$ cat config.mk
export PLATFORM = sky130hd
export DESIGN_NAME = calendar_grid_day_of_month_top_flat
export DESIGN_NICKNAME = d
export VERILOG_FILES = /design/src/cgd_pkg.sv /design/src/cgd_in_if.sv /design/src/cgd_out_if.sv /design/src/calendar_grid_day_of_month_top.sv /design/src/flat_wrapper.sv
export SDC_FILE = /design/constraint.sdc
export NUM_CORES = 1
export LEC_CHECK = 0
export BUFFER_PORTS_ARGS = -buffer_cell sky130_fd_sc_hd__buf_2
export CAP_MARGIN = 20
export CORE_ASPECT_RATIO = 0.9
export CORE_MARGIN = 4
export CORE_UTILIZATION = 52
export DETAILED_ROUTE_END_ITERATION = 8
export GPL_TIMING_DRIVEN = 0
export PLACE_DENSITY = 0.81
export SYNTH_ARGS = -nofsm -noshare
export SYNTH_HDL_FRONTEND = slang
export SYNTH_SLANG_ARGS = --single-unit
$ cat constraint.sdc
create_clock -name clk_i -period 5.5 [get_ports clk_i]
set_clock_uncertainty 0.2 [all_clocks]
set_input_delay 0.55 -clock clk_i [delete_from_list [all_inputs] [get_ports clk_i]]
set_output_delay 0.55 -clock clk_i [all_outputs]
set_load 0.01 [all_outputs]
$ cat src/cgd_pkg.sv
// package: field widths, calendar tables and division constants for the calendar grid resolver
package cgd_pkg;

  localparam int unsigned RowW   = 3;
  localparam int unsigned WdayW  = 3;
  localparam int unsigned MonW   = 4;
  localparam int unsigned YearW  = 14;
  localparam int unsigned DayW   = 5;
  localparam int unsigned CmonW  = 5;
  localparam int unsigned AyW    = 15;
  localparam int unsigned CentW  = 8;
  localparam int unsigned Q25W   = 10;
  localparam int unsigned YrCW   = 7;
  localparam int unsigned SumW   = 10;
  localparam int unsigned RawW   = 6;

  localparam logic [MonW-1:0]  LastMonth  = 4'd11;
  localparam logic [MonW-1:0]  February   = 4'd1;
  localparam logic [AyW-1:0]   YearOffset = 15'd400;

  // floor division by reciprocal multiply, exact over the value ranges used
  localparam logic [14:0] Recip100 = 15'd20972;
  localparam int unsigned Shift100 = 21;
  localparam logic [14:0] Recip25  = 15'd20972;
  localparam int unsigned Shift25  = 19;
  localparam logic [13:0] Recip7   = 14'd9363;
  localparam int unsigned Shift7   = 16;

  // constant 1 of the congruence, +5 for the monday base, +7*48 to stay positive
  localparam logic [SumW:0] SumBias = 11'd342;

  typedef logic [5:0] mterm_t;
  typedef logic [DayW-1:0] mlen_t;

  // floor(13*(zm+1)/5) for each month, january and february as months 13 and 14
  localparam mterm_t MonthTerm [12] = '{
    6'd36, 6'd39, 6'd10, 6'd13, 6'd15, 6'd18,
    6'd20, 6'd23, 6'd26, 6'd28, 6'd31, 6'd33
  };

  localparam mlen_t MonthLen [12] = '{
    5'd31, 5'd28, 5'd31, 5'd30, 5'd31, 5'd30,
    5'd31, 5'd31, 5'd30, 5'd31, 5'd30, 5'd31
  };

  function automatic mlen_t month_days(input logic [MonW-1:0] m, input logic leap);
    mlen_t base;
    base = MonthLen[m];
    if (m == February && leap) begin
      base = base + 5'd1;
    end
    return base;
  endfunction

endpackage

$ cat src/cgd_in_if.sv
// interface: cell query channel
interface cgd_in_if;
  import cgd_pkg::*;

  logic              valid;
  logic              ready;
  logic [RowW-1:0]   week_row;
  logic [WdayW-1:0]  weekday;
  logic [MonW-1:0]   month;
  logic [YearW-1:0]  year;

  modport source (output valid, output week_row, output weekday, output month,
                  output year, input ready);
  modport sink   (input valid, input week_row, input weekday, input month,
                  input year, output ready);
endinterface

$ cat src/cgd_out_if.sv
// interface: resolved cell channel
interface cgd_out_if;
  import cgd_pkg::*;

  logic                    valid;
  logic                    ready;
  logic [DayW-1:0]         day;
  logic signed [CmonW-1:0] cell_month;

  modport source (output valid, output day, output cell_month, input ready);
  modport sink   (input valid, input day, input cell_month, output ready);
endinterface

$ cat src/calendar_grid_day_of_month_top.sv
// top level: seven-stage pipeline resolving a month-grid cell to day and month
// One cell query is taken per clock while no stall backs up to the input,
// and each gives exactly one result. Throughput is one transaction per cycle,
// limited only by the output side: every stage holds its own valid bit and
// takes a new transaction whenever it is empty or its successor moves on,
// so a stalled result never blocks filling of empty stages behind it. The
// stages are: year offset, century and year/25 quotients by reciprocal
// multiply, year-of-century and leap flag, congruence sum, modulo 7 for the
// weekday of the 1st, grid arithmetic and month lengths, final selection.
// Months above 11 are treated as December. cell_month is -1 for December of
// the prior year and 12 for January of the next year.
module calendar_grid_day_of_month_top (
  input  logic       clk_i,
  input  logic       rst_ni,
  cgd_in_if.sink     cell_i,
  cgd_out_if.source  result_o
);
  import cgd_pkg::*;

  localparam int unsigned NStage = 7;

  logic [NStage-1:0] vld_q;
  logic [NStage-1:0] adv;

  // stage 1
  logic [RowW-1:0]  row1_q;
  logic [WdayW-1:0] wd1_q;
  logic [MonW-1:0]  m1_q;
  logic [AyW-1:0]   ay1_q;
  logic [YearW-1:0] y1_q;
  // stage 2
  logic [RowW-1:0]  row2_q;
  logic [WdayW-1:0] wd2_q;
  logic [MonW-1:0]  m2_q;
  logic [AyW-1:0]   ay2_q;
  logic [YearW-1:0] y2_q;
  logic [CentW-1:0] j2_q;
  logic [Q25W-1:0]  q25_2_q;
  // stage 3
  logic [RowW-1:0]  row3_q;
  logic [WdayW-1:0] wd3_q;
  logic [MonW-1:0]  m3_q;
  logic [YrCW-1:0]  k3_q;
  logic [CentW-1:0] j3_q;
  logic             leap3_q;
  // stage 4
  logic [RowW-1:0]  row4_q;
  logic [WdayW-1:0] wd4_q;
  logic [MonW-1:0]  m4_q;
  logic             leap4_q;
  logic [SumW-1:0]  s4_q;
  // stage 5
  logic [RowW-1:0]  row5_q;
  logic [WdayW-1:0] wd5_q;
  logic [MonW-1:0]  m5_q;
  logic             leap5_q;
  logic [2:0]       first5_q;
  // stage 6
  logic [MonW-1:0]  m6_q;
  logic             under6_q;
  logic             nz6_q;
  logic [DayW-1:0]  prev_day6_q;
  logic [RawW-1:0]  raw6_q;
  logic [DayW-1:0]  cur_len6_q;
  // stage 7
  logic [DayW-1:0]         day7_q;
  logic signed [CmonW-1:0] cm7_q;

  logic [MonW-1:0]   m_sat;
  logic [AyW-1:0]    ay_d;
  logic [29:0]       cent_prod;
  logic [28:0]       q25_prod;
  logic [AyW-1:0]    k_full;
  logic [YearW-1:0]  r25;
  logic              leap_d;
  logic [SumW:0]     sum_d;
  logic [23:0]       q7_prod;
  logic [SumW-1:0]   r7;
  logic [MonW-1:0]   prev_m;
  logic [DayW-1:0]   prev_len;
  logic [RawW:0]     raw_d;
  logic [DayW-1:0]   prev_day_d;
  logic [RawW-1:0]   ovf_day;
  logic [DayW-1:0]   day_d;
  logic signed [CmonW-1:0] cm_d;

  // per-stage advance, evaluated from the output back
  always_comb begin
    adv[NStage-1] = !vld_q[NStage-1] || result_o.ready;
    for (int i = NStage - 2; i >= 0; i--) begin
      adv[i] = !vld_q[i] || adv[i+1];
    end
  end

  assign cell_i.ready = adv[0];

  always_ff @(posedge clk_i or negedge rst_ni) begin
    if (!rst_ni) begin
      vld_q <= '0;
    end else begin
      if (adv[0]) begin
        vld_q[0] <= cell_i.valid;
      end
      for (int i = 1; i < NStage; i++) begin
        if (adv[i]) begin
          vld_q[i] <= vld_q[i-1];
        end
      end
    end
  end

  // stage 1: month saturation and year offset for the congruence
  always_comb begin
    m_sat = (cell_i.month > LastMonth) ? LastMonth : cell_i.month;
    ay_d  = AyW'(cell_i.year) + YearOffset;
    if (m_sat < 4'd2) begin
      ay_d = ay_d - AyW'(1);
    end
  end

  always_ff @(posedge clk_i) begin
    if (adv[0]) begin
      row1_q <= cell_i.week_row;
      wd1_q  <= cell_i.weekday;
      m1_q   <= m_sat;
      ay1_q  <= ay_d;
      y1_q   <= cell_i.year;
    end
  end

  // stage 2: century and year/25 quotients
  assign cent_prod = 30'(ay1_q) * 30'(Recip100);
  assign q25_prod  = 29'(y1_q) * 29'(Recip25);

  always_ff @(posedge clk_i) begin
    if (adv[1]) begin
      row2_q  <= row1_q;
      wd2_q   <= wd1_q;
      m2_q    <= m1_q;
      ay2_q   <= ay1_q;
      y2_q    <= y1_q;
      j2_q    <= CentW'(cent_prod >> Shift100);
      q25_2_q <= Q25W'(q25_prod >> Shift25);
    end
  end

  // stage 3: year of century and leap flag
  assign k_full = ay2_q - AyW'(j2_q) * AyW'(100);
  assign r25    = y2_q - YearW'(q25_2_q) * YearW'(25);
  assign leap_d = (y2_q[1:0] == 2'd0) && ((r25 != '0) || (y2_q[3:0] == 4'd0));

  always_ff @(posedge clk_i) begin
    if (adv[2]) begin
      row3_q  <= row2_q;
      wd3_q   <= wd2_q;
      m3_q    <= m2_q;
      k3_q    <= YrCW'(k_full);
      j3_q    <= j2_q;
      leap3_q <= leap_d;
    end
  end

  // stage 4: congruence sum
  assign sum_d = SumBias + (SumW+1)'(MonthTerm[m3_q]) + (SumW+1)'(k3_q)
               + (SumW+1)'(k3_q >> 2) + (SumW+1)'(j3_q >> 2)
               - ((SumW+1)'(j3_q) << 1);

  always_ff @(posedge clk_i) begin
    if (adv[3]) begin
      row4_q  <= row3_q;
      wd4_q   <= wd3_q;
      m4_q    <= m3_q;
      leap4_q <= leap3_q;
      s4_q    <= SumW'(sum_d);
    end
  end

  // stage 5: modulo 7 gives the weekday of the 1st
  assign q7_prod = 24'(s4_q) * 24'(Recip7);
  assign r7      = s4_q - SumW'(q7_prod >> Shift7) * SumW'(7);

  always_ff @(posedge clk_i) begin
    if (adv[4]) begin
      row5_q   <= row4_q;
      wd5_q    <= wd4_q;
      m5_q     <= m4_q;
      leap5_q  <= leap4_q;
      first5_q <= r7[2:0];
    end
  end

  // stage 6: grid position and month lengths
  always_comb begin
    prev_m     = (m5_q == '0) ? LastMonth : m5_q - MonW'(1);
    prev_len   = month_days(prev_m, leap5_q);
    raw_d      = (RawW+1)'(row5_q) * (RawW+1)'(7) + (RawW+1)'(wd5_q)
               + (RawW+1)'(1) - (RawW+1)'(first5_q);
    prev_day_d = prev_len - DayW'(first5_q) + DayW'(wd5_q) + DayW'(1);
  end

  always_ff @(posedge clk_i) begin
    if (adv[5]) begin
      m6_q        <= m5_q;
      under6_q    <= (row5_q == '0) && (wd5_q < first5_q);
      nz6_q       <= (row5_q != '0);
      prev_day6_q <= prev_day_d;
      raw6_q      <= RawW'(raw_d);
      cur_len6_q  <= month_days(m5_q, leap5_q);
    end
  end

  // stage 7: choose previous, shown or next month
  assign ovf_day = raw6_q - RawW'(cur_len6_q);

  always_comb begin
    if (under6_q) begin
      day_d = prev_day6_q;
      cm_d  = CmonW'(m6_q) - CmonW'(1);
    end else if (nz6_q && (raw6_q > RawW'(cur_len6_q))) begin
      day_d = DayW'(ovf_day);
      cm_d  = CmonW'(m6_q) + CmonW'(1);
    end else begin
      day_d = DayW'(raw6_q);
      cm_d  = CmonW'(m6_q);
    end
  end

  always_ff @(posedge clk_i) begin
    if (adv[6]) begin
      day7_q <= day_d;
      cm7_q  <= cm_d;
    end
  end

  assign result_o.valid      = vld_q[NStage-1];
  assign result_o.day        = day7_q;
  assign result_o.cell_month = cm7_q;

endmodule

$ cat src/flat_wrapper.sv
// flat-port wrapper written by rule: the top's interface ports become plain ports
module calendar_grid_day_of_month_top_flat import cgd_pkg::*;
  (clk_i, rst_ni, cell_i_valid, cell_i_week_row, cell_i_weekday, cell_i_month, cell_i_year, cell_i_ready, result_o_valid, result_o_day, result_o_cell_month, result_o_ready);
  cgd_in_if cell_i_i ();
  cgd_out_if result_o_i ();
  input  logic clk_i;
  input  logic rst_ni;
  input wire logic [$bits(cell_i_i.valid)-1:0] cell_i_valid;
  input wire logic [$bits(cell_i_i.week_row)-1:0] cell_i_week_row;
  input wire logic [$bits(cell_i_i.weekday)-1:0] cell_i_weekday;
  input wire logic [$bits(cell_i_i.month)-1:0] cell_i_month;
  input wire logic [$bits(cell_i_i.year)-1:0] cell_i_year;
  output wire logic [$bits(cell_i_i.ready)-1:0] cell_i_ready;
  output wire logic [$bits(result_o_i.valid)-1:0] result_o_valid;
  output wire logic [$bits(result_o_i.day)-1:0] result_o_day;
  output wire logic [$bits(result_o_i.cell_month)-1:0] result_o_cell_month;
  input wire logic [$bits(result_o_i.ready)-1:0] result_o_ready;
  assign cell_i_i.valid = cell_i_valid;
  assign cell_i_i.week_row = cell_i_week_row;
  assign cell_i_i.weekday = cell_i_weekday;
  assign cell_i_i.month = cell_i_month;
  assign cell_i_i.year = cell_i_year;
  assign cell_i_ready = cell_i_i.ready;
  assign result_o_valid = result_o_i.valid;
  assign result_o_day = result_o_i.day;
  assign result_o_cell_month = result_o_i.cell_month;
  assign result_o_i.ready = result_o_ready;
  calendar_grid_day_of_month_top u_core (.clk_i(clk_i), .rst_ni(rst_ni), .cell_i(cell_i_i), .result_o(result_o_i));
endmodule
* After elaboration in Yosys (flattened, before gate mapping)
Memory sizes are Yosys's and may differ from the RTL's.
Cells that the tools add are included.
** Storage, ports and cells
- Bits in registers :: 188
- ROM bits :: 256
- Input bits :: 28
- Output and inout bits :: 12
- Logic and storage cells :: 128
- Memories :: 3
** Memory list
- (name not given) :: words 16, width 6, rd ports 1, clocked after Yosys merged registers in 0, write ports 0, RTL line calendar_grid_day_of_month_top.sv:164 : assign sum_d = SumBias + (SumW+1)'(MonthTerm[m3_q]) + (SumW+1)'(k3_q)
- (name not given) :: words 16, width 5, rd ports 1, clocked after Yosys merged registers in 0, write ports 0, RTL line cgd_pkg.sv:48 : base = MonthLen[m];
- (name not given) :: words 16, width 5, rd ports 1, clocked after Yosys merged registers in 0, write ports 0, RTL line cgd_pkg.sv:48
** Operators by class
- $add $sub $neg :: 22
- Multiply operators :: 7
- $lt $le $gt $ge :: 7
- Eq/ne operators :: 2
- Multiplexer cells :: 15
- Bitwise operators :: 3
- Reduce and logical (&&, ||, !) cells :: 26
** Operators with widths (count)
- 2-to-1 mux 5 bit :: 10
- multiplier 14 x 13 -> 27 bit, second input constant :: 1
- multiplier 15 x 13 -> 27 bit, second input constant :: 1
- multiplier 10 x 14 -> 24 bit, second input constant :: 1
- adder 14 x 9 -> 15 bit, second input constant :: 1
- adder 5 x 1 -> 5 bit, second input constant :: 3
- greater-or-equal comparator 5 bit, second input constant :: 3
- 2-to-1 mux 15 bit :: 1
- inverter 4 -> 5 bit :: 3
- subtractor 15 x 1 -> 15 bit, second input constant :: 1
- multiplier 10 x 5 -> 14 bit, second input constant :: 1
- nonzero test 14 bit :: 1
- subtractor 14 bit :: 1
- 2-to-1 mux 6 bit :: 2
- adder 10 x 5 -> 10 bit :: 1
- adder 10 x 6 -> 10 bit :: 1
- adder 10 x 7 -> 10 bit :: 1
- adder 9 x 6 -> 10 bit, first input constant :: 1
- subtractor 10 x 9 -> 10 bit :: 1
- == test 4 x 1 -> 1 bit, second input constant :: 2
- zero test 4 bit :: 2
- logical OR 1 bit :: 8
- multiplier 8 x 3 -> 3 bit, second input constant :: 1
- multiplier 8 x 5 -> 5 bit, second input constant :: 1
- other kinds (22) :: 33

* Logic depth before layout (Yosys ltp)
Gate-level depths: netlist of the first run.
- Depth after elaboration :: 11
- Mapped depth :: 22
- Depth with buffers taken out :: 22

* Worst setup path after synthesis of the first run
Ideal clock, no wire load.
- Path kind :: flip-flop to flip-flop
- From :: register u_core.s4_q[8]
- To :: register u_core.first5_q[2], data pin
- Setup time :: 0.260 ns
- Arrival time :: 5.199 ns
- Required time :: 5.040 ns
- Setup slack :: -0.158 ns
- Stages on the path, launching flop included :: 20
- Path buffers :: 0
- Clock period less this slack :: 5.658 ns
- Cells stage by stage :: edfxtp_1 -> inv_1 -> ha_1 -> fa_1 -> inv_1 -> fa_1 -> ha_1 -> fa_1 -> ha_1 -> a21oi_1 -> o22ai_1 -> or4_1 -> a21oi_1 -> mux2i_1 -> or4_1 -> fa_1 -> xnor2_1 -> xnor2_1 -> xnor2_1 -> xnor2_1
** Between the ends
- Longest elaborated chain between the ends :: 3
** Ends and longest elaborated chain
- start: declaration :: RTL line calendar_grid_day_of_month_top.sv:51 : logic [SumW-1:0] s4_q;
- start signal: assignment :: RTL line calendar_grid_day_of_month_top.sv:174 : s4_q <= SumW'(sum_d);
- multiplier 10 x 14 -> 24 bit :: RTL line calendar_grid_day_of_month_top.sv:179 : assign q7_prod = 24'(s4_q) * 24'(Recip7);
- multiplier 8 x 3 -> 3 bit :: RTL line calendar_grid_day_of_month_top.sv:180 : assign r7 = s4_q - SumW'(q7_prod >> Shift7) * SumW'(7);
- subtractor 3 bit :: RTL line calendar_grid_day_of_month_top.sv:180
- named net u_core.r7[2] :: RTL line calendar_grid_day_of_month_top.sv:78 : logic [SumW-1:0] r7;
- end signal: assignment :: RTL line calendar_grid_day_of_month_top.sv:188 : first5_q <= r7[2:0];
- end: declaration :: RTL line calendar_grid_day_of_month_top.sv:57 : logic [2:0] first5_q;
The timed path passes the listed nets, and every way through them passes these cells.
A chain may end at the register's enable or synchronous reset.

* Worst setup path after layout of the first run
Ends and elaborated chain as after synthesis.

==> key figures, run 1 <==
Worst setup path
  • Critical path class: reg -> reg
  • Setup crit end kind: flip-flop
  • Worst Path Arrival: 5.62 ns
  • Crit-path max FO: 5
  • Critical path required time: 5.51 ns
  • Setup crit start kind: flip-flop

Synth
  • Yosys top cell area share: 0.298
  • Post-Syn Area: 0.0180 sq mm
  • Post-synth EDFFs: 179
  • Post-synth ARST share: 0.0376
  • Syn nets: ~2100
  • FF+latch count, synth: 186
  • Most area-consuming cells after synthesis: edfxtp_1 (30%), ha_1 (24%), fa_1 (21%)
  • Cells after Synth: 1550
  • Register area share after synthesis: 0.308
  • Cell taking the most area after synthesis: edfxtp_1
  • Syn. warnings: 0
  • Ys flop type: edfxtp_1
  • Yosys cell types: 60
  • Syn Area/Cell: 11.6 sq um

Die
  • Initial Util: 0.528
  • Die ar.: 0.0377 sq mm
  • Die X: between 200 and 250 microns
  • Rows: 64
  • Core area: between 0.03 and 0.04 sq mm
  • Die Ht: between 150 and 200 microns
  • Ports: 40

Run status
  • Failing checks: setup timing
  • Status: finished, violations left

Cells and area
  • Commonest non-fill, non-tap cell in the layout: inv_1
  • Fillers: 2617
  • Register Area: 0.00555 sq mm
  • Syn-to-layout area delta: 11.8%
  • Multi-input gate area: between 0.01 and 0.015 sq mm
  • Share of cells above drive strength 1: 0.114
  • Commonest non-fill, non-tap cells in the layout: inv_1 (373), ha_1 (339), fa_1 (184)
  • Nets: roughly 2200
  • Finished Layout Cells: 2139
  • ANT cells: 0

Timing
  • Final period util: 1.02
  • Setup TNS: -0.150 ns
  • Final worst path period need: 5.62 ns
  • RSZ-0062 raised after global routing: yes
  • Rel. slew slack: 0.407
  • # setup viols final: 2
  • Hold Vio Cnt, Final: 0
  • Max Fclk: 0.178 GHz
  • Slew at the pin closest to its max-slew limit: ~0.89 ns
  • Final worst slack: -0.115 ns
  • Final max-slew violation count: 0

Routing
  • Routed via count: around 11000
  • Drt drc: 0
  • Antenna-violating nets left: 0
  • Avg Vias per Cell: about 5.3
  • WL per Instance: approximately 17 microns
  • Total wire length: 35.9 mm
  • Iter 0 DRT Violations: between 500 and 600
  • Drt pass-1 iters: 5

Global route
  • Vias in the first global route: 11800
  • Largest net degree at the start of global routing: 31
  • Gr ovfl total: 0
  • Global-route wire length before repair: 57.0 mm
  • GRT Util Overall: 0.188
  • Initial antenna violation count: 0

Clock tree
  • CTS Sinks: 186
  • CTS tree: built
  • Root buffer cell: clkbuf_16
  • CTS max path bufs: 2
  • Clock transition at path regs: 0.07 ns
  • TritonCTS Buffers: 17
  • Worst-Skew Late Latency: 0.45 ns
  • H-tree level count: 4

Placed design
  • Pre-CTS setup slack: -0.414 ns
  • Cell total after placement: 2055
  • Post-DP HPWL: 27.6 mm
  • RD Place Congestion: 0.896
  • Port Buf Inserts: 39

Run
  • Max Cap Viol: 0

Worst hold path
  • Hold WC Path Type: in -> reg
[synthesized netlist by cell type (18+ instances only)]
| cell | number |
|---|---|
| a21o_1 | 23 |
| nor3_1 | 27 |
| nand2_1 | 43 |
| edfxtp_1 | 179 |
| inv_1 | 381 |
| xor2_1 | 23 |
| ha_1 | 351 |
| nor2_1 | 39 |
| a21oi_1 | 47 |
| xnor2_1 | 57 |
| nand3_1 | 18 |
| fa_1 | 189 |
| o21ai_0 | 23 |
[sequential cells by signal, summed over array words and instances (netlist names), 4 cells and up]
name / count
u_core.ay1_q: 15
u_core.ay2_q: 7
u_core.j2_q: 8
u_core.j3_q: 8
u_core.k3_q: 7
u_core.m1_q: 4
u_core.m2_q: 4
u_core.m3_q: 4
u_core.m4_q: 4
u_core.m5_q: 4
u_core.m6_q: 4
u_core.prev_day6_q: 5
u_core.q25_2_q: 10
u_core.raw6_q: 6
u_core.result_o.cell_month: 5
u_core.result_o.day: 5
u_core.s4_q: 10
u_core.vld_q: 7
u_core.y1_q: 14
u_core.y2_q: 14
[metrics by stage]
stage          instance area (sq um)  hold slack [ns]  utilization
2_1_floorplan                  18000           0.0544            -
3_3_place_gp                   18800            0.184        0.551
3_5_place_dp                   18900            0.192        0.554
4_1_cts                        19700           0.0566        0.577
5_1_grt                        20100           0.0664        0.590
6_report                       20100           0.0694        0.590
[layer usage]
layer  global-route usage  up-vias  wire [microns]
met2                0.334      275           18500
met1                0.240     5528           14700
li1                     -     5370               -
met4               0.0549        0            1130
met3               0.0301       78            1650
met5                    0        -               0
[worst max-delay path, stage by stage (launching register included)]
cell,delay [ns]
edfxtp_1,0.44
inv_2,0.10
ha_4,0.20
fa_1,0.52
inv_2,0.04
fa_1,0.44
ha_2,0.20
fa_1,0.54
ha_4,0.21
a21oi_2,0.11
o22ai_1,0.10
or4_4,0.45
a21oi_4,0.22
a211oi_2,0.06
or4_4,0.53
fa_2,0.42
xnor2_2,0.14
xnor2_1,0.20
xnor2_1,0.15
xnor2_1,0.09
[repair_timing]
item | 4_1_cts | 5_1_grt
setup buffers | 14 | 37
hold endpoints to repair | 7 | 0
pin swaps | 8 | 32
hold buffers | 1 | 0
endpoints found under the setup margin | 7 | 13
gates resized for setup | 19 | 39
[layout make-up]
type                       instances  area share
buffer                             8     0.00149
sequential                       186       0.276
multi-input combinational        975       0.560
timing repair buffer              95      0.0345
inverter                         381      0.0710
tap                              462      0.0287
clock inverter                    13     0.00714
clock buffer                      19      0.0215
[path summary, 6_finish.rpt]
check,start,endpoint,slack [ns],depth (start not counted)
min in group asynchronous,rst_ni,u_core.vld_q[5],0.28,2
min reg2reg,u_core.m4_q[1],u_core.m5_q[1],0.21,0
max,u_core.s4_q[8],u_core.first5_q[2],-0.12,19
max in group asynchronous,rst_ni,u_core.vld_q[1],4.65,2
max reg2reg,u_core.s4_q[8],u_core.first5_q[2],-0.12,19
min,cell_i_week_row[0],u_core.row1_q[0],0.07,1
[cells by family (layout without fill, tap and decap cells)]
| family | Yosys count | count (layout) | synth area share |
|---|---|---|---|
| adders and majority gates | 540 | 540 | 0.454 |
| buffers and inverters | 389 | 516 | 0.0811 |
| DFF | 186 | 186 | 0.308 |
| and+or+nand+nor | 184 | 184 | 0.0517 |
| AOI/OAI and AO/OA | 160 | 160 | 0.0598 |
| xor gates and xnor gates | 80 | 80 | 0.0389 |
| muxes | 11 | 11 | 0.00660 |
Power of run 1 is not shown: default switching activity piles up to over one toggle a cycle in this logic, so the estimate is an artifact.
==> run 2: changes to the inputs <==
--- a/config.mk
+++ b/config.mk
@@ -12,7 +12,8 @@
 export CORE_UTILIZATION = 52
 export DETAILED_ROUTE_END_ITERATION = 8
 export GPL_TIMING_DRIVEN = 0
-export PLACE_DENSITY = 0.81
+export PLACE_DENSITY = 0.71
+export SLEW_MARGIN = 25
 export SYNTH_ARGS = -nofsm -noshare
 export SYNTH_HDL_FRONTEND = slang
 export SYNTH_SLANG_ARGS = --single-unit
==> key figures, run 2 (synthesis results as in run 1) <==
Run status
  • Status: finished, violations left
  • Failing checks: setup timing

Cells and area
  • Top Registers: u_core.ay1_q: 15 flops, u_core.y1_q: 14 flops, u_core.y2_q: 14 flops
  • Syn-to-layout area delta: 12.5%
  • Fin util: 0.594
  • Max reg flops: 15
  • Commonest non-fill, non-tap cell in the layout: inv_1
  • Nets: roughly 2200
  • Share of cells above drive strength 1: 0.119
  • Fillers: approximately 2700
  • Most flop-heavy register: u_core.ay1_q
  • Commonest non-fill, non-tap cells in the layout: inv_1 (378), ha_1 (337), fa_1 (186)
  • ANT cells: 0

Global route
  • Gr ovfl total: 0
  • Global-route wire length before repair: around 55 mm
  • Vias in the first global route: 11400
  • GRT Util Overall: 0.180
  • Largest net degree at the start of global routing: 31
  • Initial antenna violation count: 0

Run
  • Max Cap Viol: 0

Clock tree
  • CTS tree: built
  • H-tree level count: 4
  • Clock transition at path regs: 0.07 ns
  • CTS max path bufs: 2
  • TritonCTS Buffers: 17
  • CTS Sinks: 186
  • Worst-Skew Late Latency: about 0.45 ns
  • Root buffer cell: clkbuf_16

Routing
  • WL per Instance: around 15 microns
  • Iter 0 DRT Violations: 440
  • Drt pass-1 iters: 7
  • Drt drc: 0
  • Avg Vias per Cell: roughly 5.1
  • Total wire length: between 30 and 40 mm
  • Antenna-violating nets left: 0
  • Routed via count: 10900

Worst setup path
  • Setup crit start kind: flip-flop
  • Critical path class: reg -> reg
  • Internal reg-to-reg setup slack: -0.06 ns
  • Worst path bufs/invs: 3
  • Critical path required time: 5.50 ns
  • Worst reg2reg path depth: 20
  • CP Cell Sequence: buf_6 -> ha_2 -> inv_1 -> fa_1 -> inv_1 -> fa_2 -> ha_4 -> fa_1 -> ha_4 -> a21oi_2 -> o22ai_1 -> or4_4 -> a21oi_4 -> a211oi_2 -> or4_4 -> fa_2 -> xnor2_2 -> xnor2_1 -> xnor2_1 -> xnor2_1
  • Cell family with most CP delay: adder cells
  • Slowest stage cell, crit path: fa_1
  • CP most frequent cell: xnor2_1
  • Worst r2r dst: u_core.first5_q[2]
  • Crit-path max FO: 5
  • Slowest cell delay on critical path: 0.56 ns
  • Worst Path Arrival: roughly 5.6 ns
  • R2R Path Start: u_core.s4_q[8]
  • Setup crit end kind: flip-flop

Placed design
  • RD Place Congestion: 0.873
  • Port Buf Inserts: 39
  • Post-DP HPWL: about 27 mm

Timing
  • Final max-slew violation count: 0
  • Slew at the pin closest to its max-slew limit: 0.831 ns
  • Hold Vio Cnt, Final: 0
  • Final period util: 1.01
  • Max Fclk: 0.180 GHz
  • Setup TNS: -0.0641 ns
  • # setup viols final: 1
  • Final worst path period need: ~5.6 ns
  • RSZ-0062 raised after global routing: yes
  • Rel. slew slack: 0.445
  • Final worst slack: -0.0641 ns

Worst hold path
  • Hold path endpoint: u_core.y1_q[6]
  • Hold WC Path Type: in -> reg
  • Hold_sp: cell_i_year[6]
  • Hold Path Stages: 1

Die
  • Die X: between 200 and 250 microns
  • Die Ht: 185 microns
  • Rows: 64
  • Core area: 0.0341 sq mm
  • Initial Util: 0.528
  • Die ar.: 0.0377 sq mm
  • Ports: 40
[run 2: cell types whose count changed in the layout (fill, tap and decap cells not counted), moves of 4 or more]
cell        change
inv_2           -5
inv_1           +5
clkinv_8        +6
clkinvlp_4      -4
buf_4           +8
inv_6           +4
[run 2: timing repair]
| action | in CTS | in global routing |
|---|---|---|
| setup endpoints to repair | 7 | 13 |
| gates resized for setup | 20 | 39 |
| buffers inserted | 14 | 44 |
| hold buffers | 1 | 0 |
| endpoints found under the hold margin | 7 | 0 |
| pin swaps | 11 | 23 |
[run 2: worst max path at each step]
stage	start	end	slack, ns	cells after the start
floorplan	u_core.s4_q[8]	u_core.first5_q[2]	0.01	20
global placement	u_core.y1_q[11]	u_core.q25_2_q[8]	-0.33	18
detailed placement	u_core.y1_q[11]	u_core.q25_2_q[8]	-0.42	18
CTS	u_core.s4_q[9]	u_core.first5_q[2]	-0.08	18
global route	u_core.s4_q[8]	u_core.first5_q[2]	-0.22	20
finish	u_core.s4_q[8]	u_core.first5_q[2]	-0.06	20
[run 2: routing by layer]
metal	share of wire	vias up	global-route usage
met3	0.029	34	0.0287
li1	-	5384	-
met4	0.014	0	0.0380
met1	0.45	5359	0.239
met2	0.51	137	0.314
met5	0	-	0
[run 2: worst register-to-register path, stage by stage, from the launching register on]
cell,delay (ns)
edfxtp_1,0.42
buf_6,0.15
ha_2,0.17
inv_1,0.06
fa_1,0.41
inv_1,0.08
fa_2,0.45
ha_4,0.17
fa_1,0.56
ha_4,0.22
a21oi_2,0.11
o22ai_1,0.09
or4_4,0.43
a21oi_4,0.24
a211oi_2,0.06
or4_4,0.54
fa_2,0.41
xnor2_2,0.14
xnor2_1,0.18
xnor2_1,0.15
xnor2_1,0.08
[run 2: final cells by class]
| cell class | count | area, sq um | area share |
|---|---|---|---|
| clock buffers | 17 | 425 | 0.0210 |
| inverters | 381 | 1430 | 0.0706 |
| flip-flops and latches | 186 | 5550 | 0.274 |
| clock inverters | 15 | 191 | 0.00945 |
| multi-input cells | 975 | 11300 | 0.559 |
| repair buffers | 102 | 721 | 0.0356 |
| plain buffers | 8 | 30.0 | 0.00148 |
| well taps | 462 | 578 | 0.0285 |
[run 2: through the flow]
step | hold slack (ns) | cells | cell area (sq um) | setup slack [ns]
finish | 0.0997 | 2146 | 20300 | -0.0641
global route | 0.0812 | 2146 | 20300 | -0.223
global placement | 0.188 | 2051 | 18800 | -0.326
floorplan | 0.0544 | 1550 | 18000 | 0.0112
detailed placement | 0.194 | 2055 | 18900 | -0.415
CTS | 0.0854 | 2102 | 19700 | -0.0833
Power of run 2 is left out for the same reason.
